`src/hw/rtl/cqe_pkg.sv`:
```
// Shared types and codes for the circular queue engine.
// Used by the front end, the back end and the top level; depends on nothing.
`default_nettype none

package cqe_pkg;

    localparam int DATA_W = 32;

    typedef enum logic [1:0] {
        OP_ENQ   = 2'd0,
        OP_DEQ   = 2'd1,
        OP_TRAV  = 2'd2,
        OP_QUERY = 2'd3
    } op_t;

    typedef enum logic [1:0] {
        ST_OK    = 2'd0,
        ST_FULL  = 2'd1,
        ST_EMPTY = 2'd2
    } status_t;

    typedef struct packed {
        op_t                      op;
        logic signed [DATA_W-1:0] value;
    } cmd_t;

    typedef enum logic [1:0] {
        BK_IDLE = 2'd0,
        BK_DEQ  = 2'd1,
        BK_TRAV = 2'd2
    } back_state_t;

endpackage

`default_nettype wire

```
`src/hw/rtl/cqe_ram.sv`:
```
// Generic single-write, single-read RAM with a registered read port.
// Stand-alone; holds no reset state.
`default_nettype none

module cqe_ram #(
    parameter int WIDTH = 32,
    parameter int DEPTH = 4
) (
    input  wire logic                     clk,
    input  wire logic                     wr_en,
    input  wire logic [$clog2(DEPTH)-1:0] wr_addr,
    input  wire logic [WIDTH-1:0]         wr_data,
    input  wire logic                     rd_en,
    input  wire logic [$clog2(DEPTH)-1:0] rd_addr,
    output logic      [WIDTH-1:0]         rd_data
);

    logic [WIDTH-1:0] mem_reg [DEPTH];
    logic [WIDTH-1:0] rd_data_reg;

    always_ff @(posedge clk)
    begin
        if (wr_en)
        begin
            mem_reg[wr_addr] <= wr_data;
        end
        if (rd_en)
        begin
            rd_data_reg <= mem_reg[rd_addr];
        end
    end

    assign rd_data = rd_data_reg;

endmodule

`default_nettype wire

```
`src/hw/rtl/cqe_front.sv`:
```
// Front end: takes input items, classifies the operation and holds them in a
// two-entry command queue for the back end. Depends on cqe_pkg.
`default_nettype none

module cqe_front (
    input  wire logic        clk,
    input  wire logic        rst_n,
    input  wire logic        s_tvalid,
    output logic             s_tready,
    input  wire logic [31:0] s_tdata,
    input  wire logic [1:0]  s_tuser,
    output logic             cmd_valid,
    output cqe_pkg::cmd_t    cmd,
    input  wire logic        cmd_pop
);

    import cqe_pkg::*;

    cmd_t       slot_reg [2];
    logic       wr_ptr_reg;
    logic       wr_ptr_next;
    logic       rd_ptr_reg;
    logic       rd_ptr_next;
    logic [1:0] count_reg;
    logic [1:0] count_next;
    logic       push;
    logic       pop;
    cmd_t       incoming;

    assign s_tready = (count_reg != 2'd2);
    assign push     = s_tvalid && s_tready;
    assign pop      = cmd_pop && cmd_valid;

    // The operation code is classified here; every two-bit pattern is a member.
    assign incoming.op    = op_t'(s_tuser);
    assign incoming.value = s_tdata;

    assign cmd_valid = (count_reg != 2'd0);
    assign cmd       = slot_reg[rd_ptr_reg];

    always_comb
    begin
        wr_ptr_next = push ? ~wr_ptr_reg : wr_ptr_reg;
        rd_ptr_next = pop ? ~rd_ptr_reg : rd_ptr_reg;
        count_next  = count_reg;
        if (push && !pop)
        begin
            count_next = count_reg + 2'd1;
        end
        else if (pop && !push)
        begin
            count_next = count_reg - 2'd1;
        end
    end

    always_ff @(posedge clk or negedge rst_n)
    begin
        if (!rst_n)
        begin
            wr_ptr_reg <= 1'b0;
            rd_ptr_reg <= 1'b0;
            count_reg  <= 2'd0;
        end
        else
        begin
            wr_ptr_reg <= wr_ptr_next;
            rd_ptr_reg <= rd_ptr_next;
            count_reg  <= count_next;
        end
    end

    always_ff @(posedge clk)
    begin
        if (push)
        begin
            slot_reg[wr_ptr_reg] <= incoming;
        end
    end

endmodule

`default_nettype wire

```
`src/hw/rtl/cqe_back.sv`:
```
// Back end: carries out queued commands against the circular store and
// drives the result register. Depends on cqe_pkg and cqe_ram.
`default_nettype none

module cqe_back #(
    parameter int DEPTH = 4
) (
    input  wire logic        clk,
    input  wire logic        rst_n,
    input  wire logic        cmd_valid,
    input  cqe_pkg::cmd_t    cmd,
    output logic             cmd_pop,
    output logic             m_tvalid,
    input  wire logic        m_tready,
    output logic [31:0]      m_tdata,
    output logic [3:0]       m_tuser,
    output logic             m_tlast
);

    import cqe_pkg::*;

    localparam int IDX_W = $clog2(DEPTH);

    back_state_t              state_reg;
    back_state_t              state_next;
    logic [IDX_W-1:0]         head_reg;
    logic [IDX_W-1:0]         head_next;
    logic [IDX_W-1:0]         tail_reg;
    logic [IDX_W-1:0]         tail_next;
    logic                     empty_reg;
    logic                     empty_next;
    logic [IDX_W-1:0]         trav_reg;
    logic [IDX_W-1:0]         trav_next;

    logic                     out_valid_reg;
    status_t                  out_status_reg;
    logic signed [DATA_W-1:0] out_data_reg;
    logic                     out_full_reg;
    logic                     out_empty_reg;
    logic                     out_last_reg;

    logic                     can_load;
    logic                     load;
    status_t                  res_status;
    logic signed [DATA_W-1:0] res_data;
    logic                     res_last;
    logic                     full_now;
    logic                     full_after;

    logic                     wr_en;
    logic [IDX_W-1:0]         wr_addr;
    logic                     rd_en;
    logic [IDX_W-1:0]         rd_addr;
    logic [DATA_W-1:0]        rd_data;

    function automatic logic [IDX_W-1:0] next_idx(input logic [IDX_W-1:0] i);
        logic [IDX_W-1:0] n;
        if (i == IDX_W'(DEPTH - 1))
        begin
            n = '0;
        end
        else
        begin
            n = i + 1'b1;
        end
        return n;
    endfunction

    cqe_ram #(
        .WIDTH (DATA_W),
        .DEPTH (DEPTH)
    ) u_store (
        .clk     (clk),
        .wr_en   (wr_en),
        .wr_addr (wr_addr),
        .wr_data (cmd.value),
        .rd_en   (rd_en),
        .rd_addr (rd_addr),
        .rd_data (rd_data)
    );

    assign can_load   = !out_valid_reg || m_tready;
    assign full_now   = !empty_reg && (next_idx(tail_reg) == head_reg);
    assign full_after = !empty_next && (next_idx(tail_next) == head_next);

    always_comb
    begin
        state_next = state_reg;
        head_next  = head_reg;
        tail_next  = tail_reg;
        empty_next = empty_reg;
        trav_next  = trav_reg;
        cmd_pop    = 1'b0;
        load       = 1'b0;
        res_status = ST_OK;
        res_data   = '0;
        res_last   = 1'b1;
        wr_en      = 1'b0;
        wr_addr    = '0;
        rd_en      = 1'b0;
        rd_addr    = head_reg;

        unique case (state_reg)
            BK_IDLE:
            begin
                if (cmd_valid && can_load)
                begin
                    cmd_pop = 1'b1;
                    unique case (cmd.op)
                        OP_ENQ:
                        begin
                            load = 1'b1;
                            if (full_now)
                            begin
                                res_status = ST_FULL;
                            end
                            else
                            begin
                                // An empty queue restarts at slot zero.
                                if (empty_reg)
                                begin
                                    head_next = '0;
                                    tail_next = '0;
                                end
                                else
                                begin
                                    tail_next = next_idx(tail_reg);
                                end
                                empty_next = 1'b0;
                                wr_en      = 1'b1;
                                wr_addr    = tail_next;
                            end
                        end
                        OP_DEQ:
                        begin
                            if (empty_reg)
                            begin
                                load       = 1'b1;
                                res_status = ST_EMPTY;
                            end
                            else
                            begin
                                rd_en      = 1'b1;
                                state_next = BK_DEQ;
                            end
                        end
                        OP_TRAV:
                        begin
                            if (empty_reg)
                            begin
                                load       = 1'b1;
                                res_status = ST_EMPTY;
                            end
                            else
                            begin
                                rd_en      = 1'b1;
                                trav_next  = head_reg;
                                state_next = BK_TRAV;
                            end
                        end
                        OP_QUERY:
                        begin
                            load = 1'b1;
                        end
                        default:
                        begin
                            load = 1'b1;
                        end
                    endcase
                end
            end
            BK_DEQ:
            begin
                if (can_load)
                begin
                    load     = 1'b1;
                    res_data = rd_data;
                    // Removing the only entry empties the queue and rewinds it.
                    if (head_reg == tail_reg)
                    begin
                        head_next  = '0;
                        tail_next  = '0;
                        empty_next = 1'b1;
                    end
                    else
                    begin
                        head_next = next_idx(head_reg);
                    end
                    state_next = BK_IDLE;
                end
            end
            BK_TRAV:
            begin
                if (can_load)
                begin
                    load     = 1'b1;
                    res_data = rd_data;
                    res_last = (trav_reg == tail_reg);
                    if (res_last)
                    begin
                        state_next = BK_IDLE;
                    end
                    else
                    begin
                        trav_next = next_idx(trav_reg);
                        rd_en     = 1'b1;
                        rd_addr   = next_idx(trav_reg);
                    end
                end
            end
            default:
            begin
                state_next = BK_IDLE;
            end
        endcase
    end

    always_ff @(posedge clk or negedge rst_n)
    begin
        if (!rst_n)
        begin
            state_reg     <= BK_IDLE;
            head_reg      <= '0;
            tail_reg      <= '0;
            empty_reg     <= 1'b1;
            trav_reg      <= '0;
            out_valid_reg <= 1'b0;
        end
        else
        begin
            state_reg <= state_next;
            head_reg  <= head_next;
            tail_reg  <= tail_next;
            empty_reg <= empty_next;
            trav_reg  <= trav_next;
            if (load)
            begin
                out_valid_reg <= 1'b1;
            end
            else if (m_tready)
            begin
                out_valid_reg <= 1'b0;
            end
        end
    end

    always_ff @(posedge clk)
    begin
        if (load)
        begin
            out_status_reg <= res_status;
            out_data_reg   <= res_data;
            out_full_reg   <= full_after;
            out_empty_reg  <= empty_next;
            out_last_reg   <= res_last;
        end
    end

    assign m_tvalid = out_valid_reg;
    assign m_tdata  = out_data_reg;
    assign m_tuser  = {out_empty_reg, out_full_reg, out_status_reg};
    assign m_tlast  = out_last_reg;

endmodule

`default_nettype wire

```
`src/hw/rtl/circular_queue_engine.sv`:
```
// Circular queue engine: enqueue, dequeue, traverse and status query on a
// DEPTH-entry queue of signed 32-bit values. Depends on cqe_pkg, cqe_front,
// cqe_back and cqe_ram.
// Each result passes a front-end slot and the result register, a dequeue's
// also the registered store read. While m_tready does not stall, enqueues
// and queries go one a cycle and a traverse gives one result per entry, one a
// cycle; dequeue and traverse hold the back end until done. Reset empties the queue.
`default_nettype none

module circular_queue_engine #(
    parameter int DEPTH = 4
) (
    input  wire logic        clk,
    input  wire logic        rst_n,
    // Input channel.
    input  wire logic        s_tvalid,
    output logic             s_tready,
    input  wire logic [31:0] s_tdata,   // value[31:0]
    input  wire logic [1:0]  s_tuser,   // op[1:0]
    // Result channel.
    output logic             m_tvalid,
    input  wire logic        m_tready,
    output logic [31:0]      m_tdata,   // data[31:0]
    output logic [3:0]       m_tuser,   // status[1:0], is_full[2], is_empty[3]
    output logic             m_tlast    // last result of the item
);

    import cqe_pkg::*;

    // The front end buffers up to two classified items, so the input side keeps
    // moving while the back end is busy with a traverse or a stalled result.
    // The back end owns the queue pointers, the empty flag and the entry store.
    // Each result carries the full and empty flags as they stand after the
    // operation; a traverse holds the state and walks head to tail.

    logic cmd_valid;
    cmd_t cmd;
    logic cmd_pop;

    cqe_front u_front (
        .clk       (clk),
        .rst_n     (rst_n),
        .s_tvalid  (s_tvalid),
        .s_tready  (s_tready),
        .s_tdata   (s_tdata),
        .s_tuser   (s_tuser),
        .cmd_valid (cmd_valid),
        .cmd       (cmd),
        .cmd_pop   (cmd_pop)
    );

    cqe_back #(
        .DEPTH (DEPTH)
    ) u_back (
        .clk       (clk),
        .rst_n     (rst_n),
        .cmd_valid (cmd_valid),
        .cmd       (cmd),
        .cmd_pop   (cmd_pop),
        .m_tvalid  (m_tvalid),
        .m_tready  (m_tready),
        .m_tdata   (m_tdata),
        .m_tuser   (m_tuser),
        .m_tlast   (m_tlast)
    );

endmodule

`default_nettype wire
```
`config.mk`:
```
export PLATFORM = sky130hd
export DESIGN_NAME = circular_queue_engine
export DESIGN_NICKNAME = d
export VERILOG_FILES = /design/src/hw/rtl/cqe_pkg.sv /design/src/hw/rtl/cqe_ram.sv /design/src/hw/rtl/cqe_front.sv /design/src/hw/rtl/cqe_back.sv /design/src/hw/rtl/circular_queue_engine.sv
export SDC_FILE = /design/constraint.sdc
export NUM_CORES = 1
export LEC_CHECK = 0
export CORE_MARGIN = 5
export CORE_UTILIZATION = 45
export CTS_BUF_LIST = sky130_fd_sc_hd__clkbuf_2 sky130_fd_sc_hd__clkbuf_4 sky130_fd_sc_hd__clkbuf_8
export CTS_CLUSTER_SIZE = 8
export DETAILED_ROUTE_END_ITERATION = 16
export DONT_BUFFER_PORTS = 1
export HOLD_SLACK_MARGIN = 0.06
export MAX_ROUTING_LAYER = met4
export PLACE_DENSITY = 0.6
export SKIP_LAST_GASP = 1
export SYNTH_ARGS = -nofsm -noshare
export SYNTH_HDL_FRONTEND = slang
export SYNTH_HIERARCHICAL = 1
export SYNTH_SLANG_ARGS = --single-unit
```
`constraint.sdc`:
```
create_clock -name clk -period 6.25 [get_ports clk]
set_input_delay 0.625 -clock clk [delete_from_list [all_inputs] [get_ports clk]]
set_output_delay 0.625 -clock clk [all_outputs]
set_load 0.01 [all_outputs]
```
==> impl_results.md, run 1 <==
- Post-CTS Setup Inserts: 0
- Clk sinks: 279
- Crit path time final: 3320 ps
- Max cap viols: 0
- Setup violations, final: 0
- Worst Path Required: around 6400 ps
- Slew Limit Fails: 0
- Most numerous cell in the Yosys netlist: edfxtp_1
- Via count: between 4,000 and 5,000
- Max clock buf depth: 3
- DR iter-0 viols: between 200 and 300
- Initial Util: 45.7%
- Reg2Reg Capture Point: u_back/u_store/mem_reg[2][7]
- Worst Path Class, Setup: flop to flop
- Status: finished, final reports clean
- Sequential Area: slightly above 0.008 sq mm
- CTS root buf: clkbuf_8
- Vias per cell: a little over 5
- Setup_tns: 0 ps
- Core area: 0.0235 sq mm
- CP arrival: about 3500 ps
- TritonCTS clock tree: built
- Avg Inst Size Synth: 21.1 sq um
- Worst clock skew: around 23 ps
- # fillers: approximately 1,900
- RSZ-0062 raised after global routing: false
- Hold WC Path Type: input port to flop
- Cell area after synthesis: approximately 0.011 sq mm
- Synth Register Bits: between 200 and 300
- Largest register FFs: 128
- I/O pin count: between 70 and 80
- Die area: between 0.02 and 0.03 sq mm
- Final GP Congestion: approximately 0.8
- Pin count of the biggest net entering global routing: 42
- GRT overflow: 0
- Synth area leaders: edfxtp_1 (74%), mux4_2 (6.3%), mux2_4 (4.0%)
- Cts bufs inserted: between 40 and 50
- Site Rows: 56
- Post-synth top cells: edfxtp_1 (265), and3_1 (35), mux4_2 (30)
- Ys async rst share: 5.02%
- Crit path top cell by count: and4_4
- Syn nets: 561
- Final Cycle Share: about 53%
- WL final: 17,900 microns
- Clock transition at path regs: around 60 ps
- Slew HR: 17.7%
- ANT nets after route: 0
- Maximum VDD drop: about 0.29 mV
- Max Clk Rate: between 300 and 400 MHz
- Drt wl/cell: just over 20 microns
- DP HPWL: between 10,000 and 15,000 microns
- DRT Pass-1 Iters: 5
- Internal reg-to-reg setup slack: between 2000 and 3000 ps
- Area share of the largest cell type after synthesis: between 70% and 80%
- Worst path cell trace: buf_4 -> mux2_2 -> inv_1 -> ha_1 -> and4_4 -> and4_4 -> and3b_2
- Antenna fix cells: 0
- Endpoint, Worst Hold: u_front/slot_reg[0][33]
- H-tree levels: 2
- Gr usage total: 14.0%
- Synthesized instance count: slightly above 500
- Area delta synth->final: 10.8%
- Synth Warn #: 6
- Hold_sp: s_tuser[1]
- Drc violations: 0
- Clk_lat worst skew: between 500 and 600 ps
- CP max stage cell: and3b_2
- Synth cell types: 47
- Cell area after placement: ~0.011 sq mm
- Port bufs: 0
- Area of the multi-input gates: 0.00223 sq mm
- Leakage Power: between 4 and 5 nW
- Worst Setup End Kind: flop
- R2r startpoint: u_front/rd_ptr_reg
- Die W: around 160 microns
- Final #Nets: a little under 600
- Pwr per Cell Area: between 500 and 600 mW/mm^2
- Post-synth EDFFs: between 200 and 300
- First-pass GRT wire length: 28,000 microns
- Final Cell Area: approximately 0.012 sq mm
- Max incr delay on CP: approximately 800 ps
- Measured slew at the worst slew-check pin: between 1000 and 1500 ps
- Die height: ~160 microns
- Sequential area share after synthesis: 77.2%
- R2R depth: 7
- Critical path launch point type: flop
- Hold depth: 0
- Vias in the first global route: between 4,000 and 5,000
- Layout cells sized above 1: between 20% and 30%
- Crit-path max FO: 35
- Fin. Hold Viols: 0
- Antenna violations before repair: 0
- Post-synth top area cell: edfxtp_1
- Top FF cell, synth: edfxtp_1
-- cells by family (layout without fill, tap and decap cells) --
kind of cell / Yosys count / after routing / synth area share, %
mux: 71 / 71 / 11.8
flops: 279 / 279 / 77.2
simple gates: 80 / 80 / 4.60
xor+xnor: 11 / 11 / 0.965
fa+ha+maj: 12 / 12 / 1.40
buf+inv: 34 / 96 / 2.42
compound gates: 24 / 24 / 1.58
-- worst max-delay path by stage --
stage / from / end / slack (ps) / depth (start not counted)
global placement: u_front/rd_ptr_reg / u_back/u_store/mem_reg[2][8] / 2990 / 7
CTS: u_front/rd_ptr_reg / u_back/u_store/mem_reg[2][7] / 2900 / 7
finish: u_front/rd_ptr_reg / u_back/u_store/mem_reg[2][7] / 2930 / 7
global route: u_front/rd_ptr_reg / u_back/u_store/mem_reg[2][5] / 2780 / 7
detailed placement: u_front/rd_ptr_reg / u_back/u_store/mem_reg[2][7] / 2900 / 7
floorplan: u_front/rd_ptr_reg / u_back/u_store/mem_reg[0][0] / 1850 / 9
-- critical path, delay by kind of cell (launching register included) --
| family | cells | cell delay [ps] |
|---|---|---|
| fa+ha+maj | 1 | 180 |
| buf+inv | 2 | 610 |
| flops | 1 | 340 |
| mux | 1 | 440 |
| simple gates | 3 | 1330 |
-- cell usage in the layout, fill, tap and decap left out, types with 3 or more instances in the layout --
| master | instances |
|---|---|
| a21oi_1 | 3 |
| and3_1 | 33 |
| and3_2 | 3 |
| buf_4 | 5 |
| clkbuf_4 | 16 |
| clkbuf_8 | 49 |
| clkinv_1 | 8 |
| clkinv_2 | 3 |
| dfrtp_1 | 12 |
| edfxtp_1 | 265 |
| ha_1 | 12 |
| inv_1 | 11 |
| mux2_2 | 7 |
| mux2_4 | 29 |
| mux2i_1 | 3 |
| mux4_2 | 30 |
| nand2_1 | 17 |
| nand2b_1 | 3 |
| nor2_1 | 4 |
| o211ai_1 | 3 |
| o21ai_0 | 7 |
| xnor2_1 | 6 |
| xor2_1 | 4 |
-- metrics by stage --
| stage | cells | util [%] | hold slack [ps] | worst slack (ps) | power (mW) |
|---|---|---|---|---|---|
| after global placement | 812 | 46.8 | 330 | 2990 | 4.60 |
| after CTS | 892 | 50.6 | 127 | 2900 | 6.21 |
| final | 892 | 50.6 | 174 | 2930 | 6.10 |
| after detailed placement | 812 | 46.8 | 330 | 2900 | 4.66 |
| after global routing | 892 | 50.6 | 132 | 2780 | 6.44 |
| after floorplan | 511 | - | 329 | 1850 | 4.34 |
-- timing repair --
item,in CTS,in global routing
hold buffers,1,0
gates resized for setup,0,0
endpoints found under the hold margin,14,0
-- area by class of cell --
type,instances,share of cell area [%]
timing repair buffer,6,0.399
multi-input combinational,198,18.7
clock inverter,14,0.787
sequential,279,69.7
inverter,11,0.346
tap,319,3.35
clock buffer,65,6.67
-- routing by layer --
metal	up-vias	GRT usage [%]	share of wire, %
met5	-	-	0
met4	0	5.48	2.5
met3	32	2.99	4.3
met2	110	23.6	52
met1	2372	16.7	41
li1	2102	-	-
-- report_power, final --
| group | internal [mW] | switching, mW |
|---|---|---|
| Combinational | 0.682 | 0.959 |
| Clock | 0.857 | 0.662 |
| Sequential | 2.73 | 0.215 |
No activity file was read; power rests on OpenSTA's default activity.
==> run 2, diff against run 1 <==
- PLACE_DENSITY: 0.6 -> 0.62
- clock period: 6.25 -> 2.8 ns (I/O delays scaled with it)
==> run 2 against run 1 <==
Against the previous run:
- largest power group unchanged
- clock power increased by 110%
- first-iteration DRC count decreased by 16%
- critical endpoint is now u_back/u_store/rd_data[0]
- total power increased by 120%
==> impl_results.md, run 2 (synthesis results as in run 1) <==
- I/O pin count: 77
- Gr usage total: 14.2%
- DRT Pass-1 Iters: 4
- Antenna violations before repair: 0
- Slew Limit Fails: 0
- Area of the multi-input gates: 0.00225 sq mm
- # fillers: between 1,500 and 2,000
- Layout cells sized above 1: 27.4%
- DR iter-0 viols: between 200 and 250
- Pin count of the biggest net entering global routing: 35
- Setup violations, final: 0
- Port bufs: 0
- WL final: 18,300 microns
- Initial Util: a little under half
- Maximum VDD drop: approximately 0.63 mV
- Clk sinks: ~280
- Worst clock skew: 16.4 ps
- Final #Nets: 642
- ANT nets after route: 0
- Largest register FFs: 128
- Max clock buf depth: 3
- Cts bufs inserted: 46
- Final GP Congestion: around 0.81
- Slew HR: a little over half
- Pwr per Cell Area: between 1000 and 1500 mW/mm^2
- R2r startpoint: u_back/state_reg[0]
- Most common cell after layout, fill and taps aside: edfxtp_1
- Sequential Area: ~0.0083 sq mm
- Die W: 165 microns
- Max cap viols: 0
- Antenna fix cells: 0
- Hold_sp: m_tready
- Measured slew at the worst slew-check pin: around 700 ps
- Leakage Power: 4.34 nW
- DP HPWL: 11,200 microns
- Die height: roughly 160 microns
- Core area: 0.0235 sq mm
- Post-CTS Setup Inserts: 0
- Crit path time final: ~2600 ps
- Clk_lat worst skew: between 500 and 600 ps
- Hold WC Path Type: input port to flop
- Worst Path Required: roughly 3100 ps
- Critical path launch point type: flop
- Worst Setup End Kind: flop
- TritonCTS clock tree: built
- RSZ-0062 raised after global routing: false
- Vias in the first global route: about 5,000
- Final Power: between 10 and 15 mW
- CP arrival: around 2800 ps
- Area delta synth->final: 14.9%
- Crit-path max FO: 32
- Worst path top cell family by delay: multiplexers
- Worst Path Class, Setup: flop to flop
- CTS root buf: clkbuf_8
- Vias per cell: between 5 and 6
- Worst path cell trace: inv_1 -> ha_1 -> nand3_1 -> mux2_2 -> buf_12 -> mux4_1
- Commonest non-fill, non-tap cells in the layout: edfxtp_1 (265), clkbuf_8 (47), dlygate4sd3_1 (36), and3_1 (33)
- GRT overflow: 0
- Max Clk Rate: a little under 400 MHz
- CP bufs+invs: 2
- Setup_tns: 0 ps
- Clock transition at path regs: 60 ps
- Via count: 4,781
- H-tree levels: 2
- Site Rows: 56
- Status: finished, final reports clean
- First-pass GRT wire length: 28,400 microns
- Fin. Hold Viols: 0
- Max incr delay on CP: 610 ps
- Drc violations: 0
- Die area: 0.0271 sq mm
- CP max stage cell: mux4_1
- Final Cycle Share: between 90% and 100%
- Crit. Startpoint: u_back/state_reg[0]
- Drt wl/cell: 19.5 microns
-- run 2: cell types whose count changed in the layout (fill, tap and decap cells not counted), sizes merged --
| cell | delta |
|---|---|
| clkinvlp | -1 |
| bufinv | -1 |
| dlygate4sd3 | +35 |
| clkbuf | -8 |
| buf | +15 |
| inv | +1 |
| clkinv | +9 |
-- run 2: where the power goes --
part	switching (mW)	internal [mW]	total [mW]	leakage (nW)
Sequential	0.515	6.08	6.59	2.61
Combinational	2.19	1.68	3.87	1.30
Clock	1.48	1.69	3.17	0.430
-- run 2: path summary, 6_finish.rpt --
| check | slack (ps) | endpoint | depth (start not counted) |
|---|---|---|---|
| max in group asynchronous | 2100 | u_front/rd_ptr_reg | 1 |
| min in group asynchronous | 220 | u_back/head_reg[0] | 1 |
| setup reg to reg | 240 | u_back/u_store/rd_data[0] | 6 |
| hold / removal | 150 | u_back/m_tvalid | 2 |
| setup / recovery | 240 | u_back/u_store/rd_data[0] | 6 |
| hold reg to reg | 520 | u_front/count_reg[1] | 1 |
-- run 2: final cells by class --
cell class | instances | area share (%)
clock buffers | 57 | 5.84
well taps | 319 | 3.23
inverters | 11 | 0.334
repair buffers | 56 | 4.33
clock inverters | 22 | 0.850
flip-flops and latches | 279 | 67.2
multi-input cells | 198 | 18.2
-- run 2: through the flow --
| step | instances | setup WS [ps] | hold slack [ps] | utilization, % | cell area [sq um] |
|---|---|---|---|---|---|
| floorplan | 511 | 8.90 | -15.6 | - | 10800 |
| global placement | 827 | 195 | -15.1 | 47.5 | 11200 |
| detailed placement | 827 | 102 | -14.9 | 47.5 | 11200 |
| CTS | 942 | 96.8 | 104 | 52.5 | 12400 |
| global route | 942 | 102 | 126 | 52.5 | 12400 |
| finish | 942 | 242 | 148 | 52.5 | 12400 |
-- run 2: what timing repair did --
action	4_1_cts	5_1_grt
endpoints found under the setup margin	0	32
gates resized for setup	0	1
hold buffers	36	0
hold endpoints to repair	83	0
-- run 2: metal layers --
layer | track usage (%) | routed length (microns) | vias to the layer above
met5 | - | 0 | -
met4 | 5.44 | 450 | 0
met3 | 2.94 | 747 | 44
met2 | 23.9 | 9560 | 111
met1 | 17.1 | 7570 | 2425
li1 | - | - | 2201
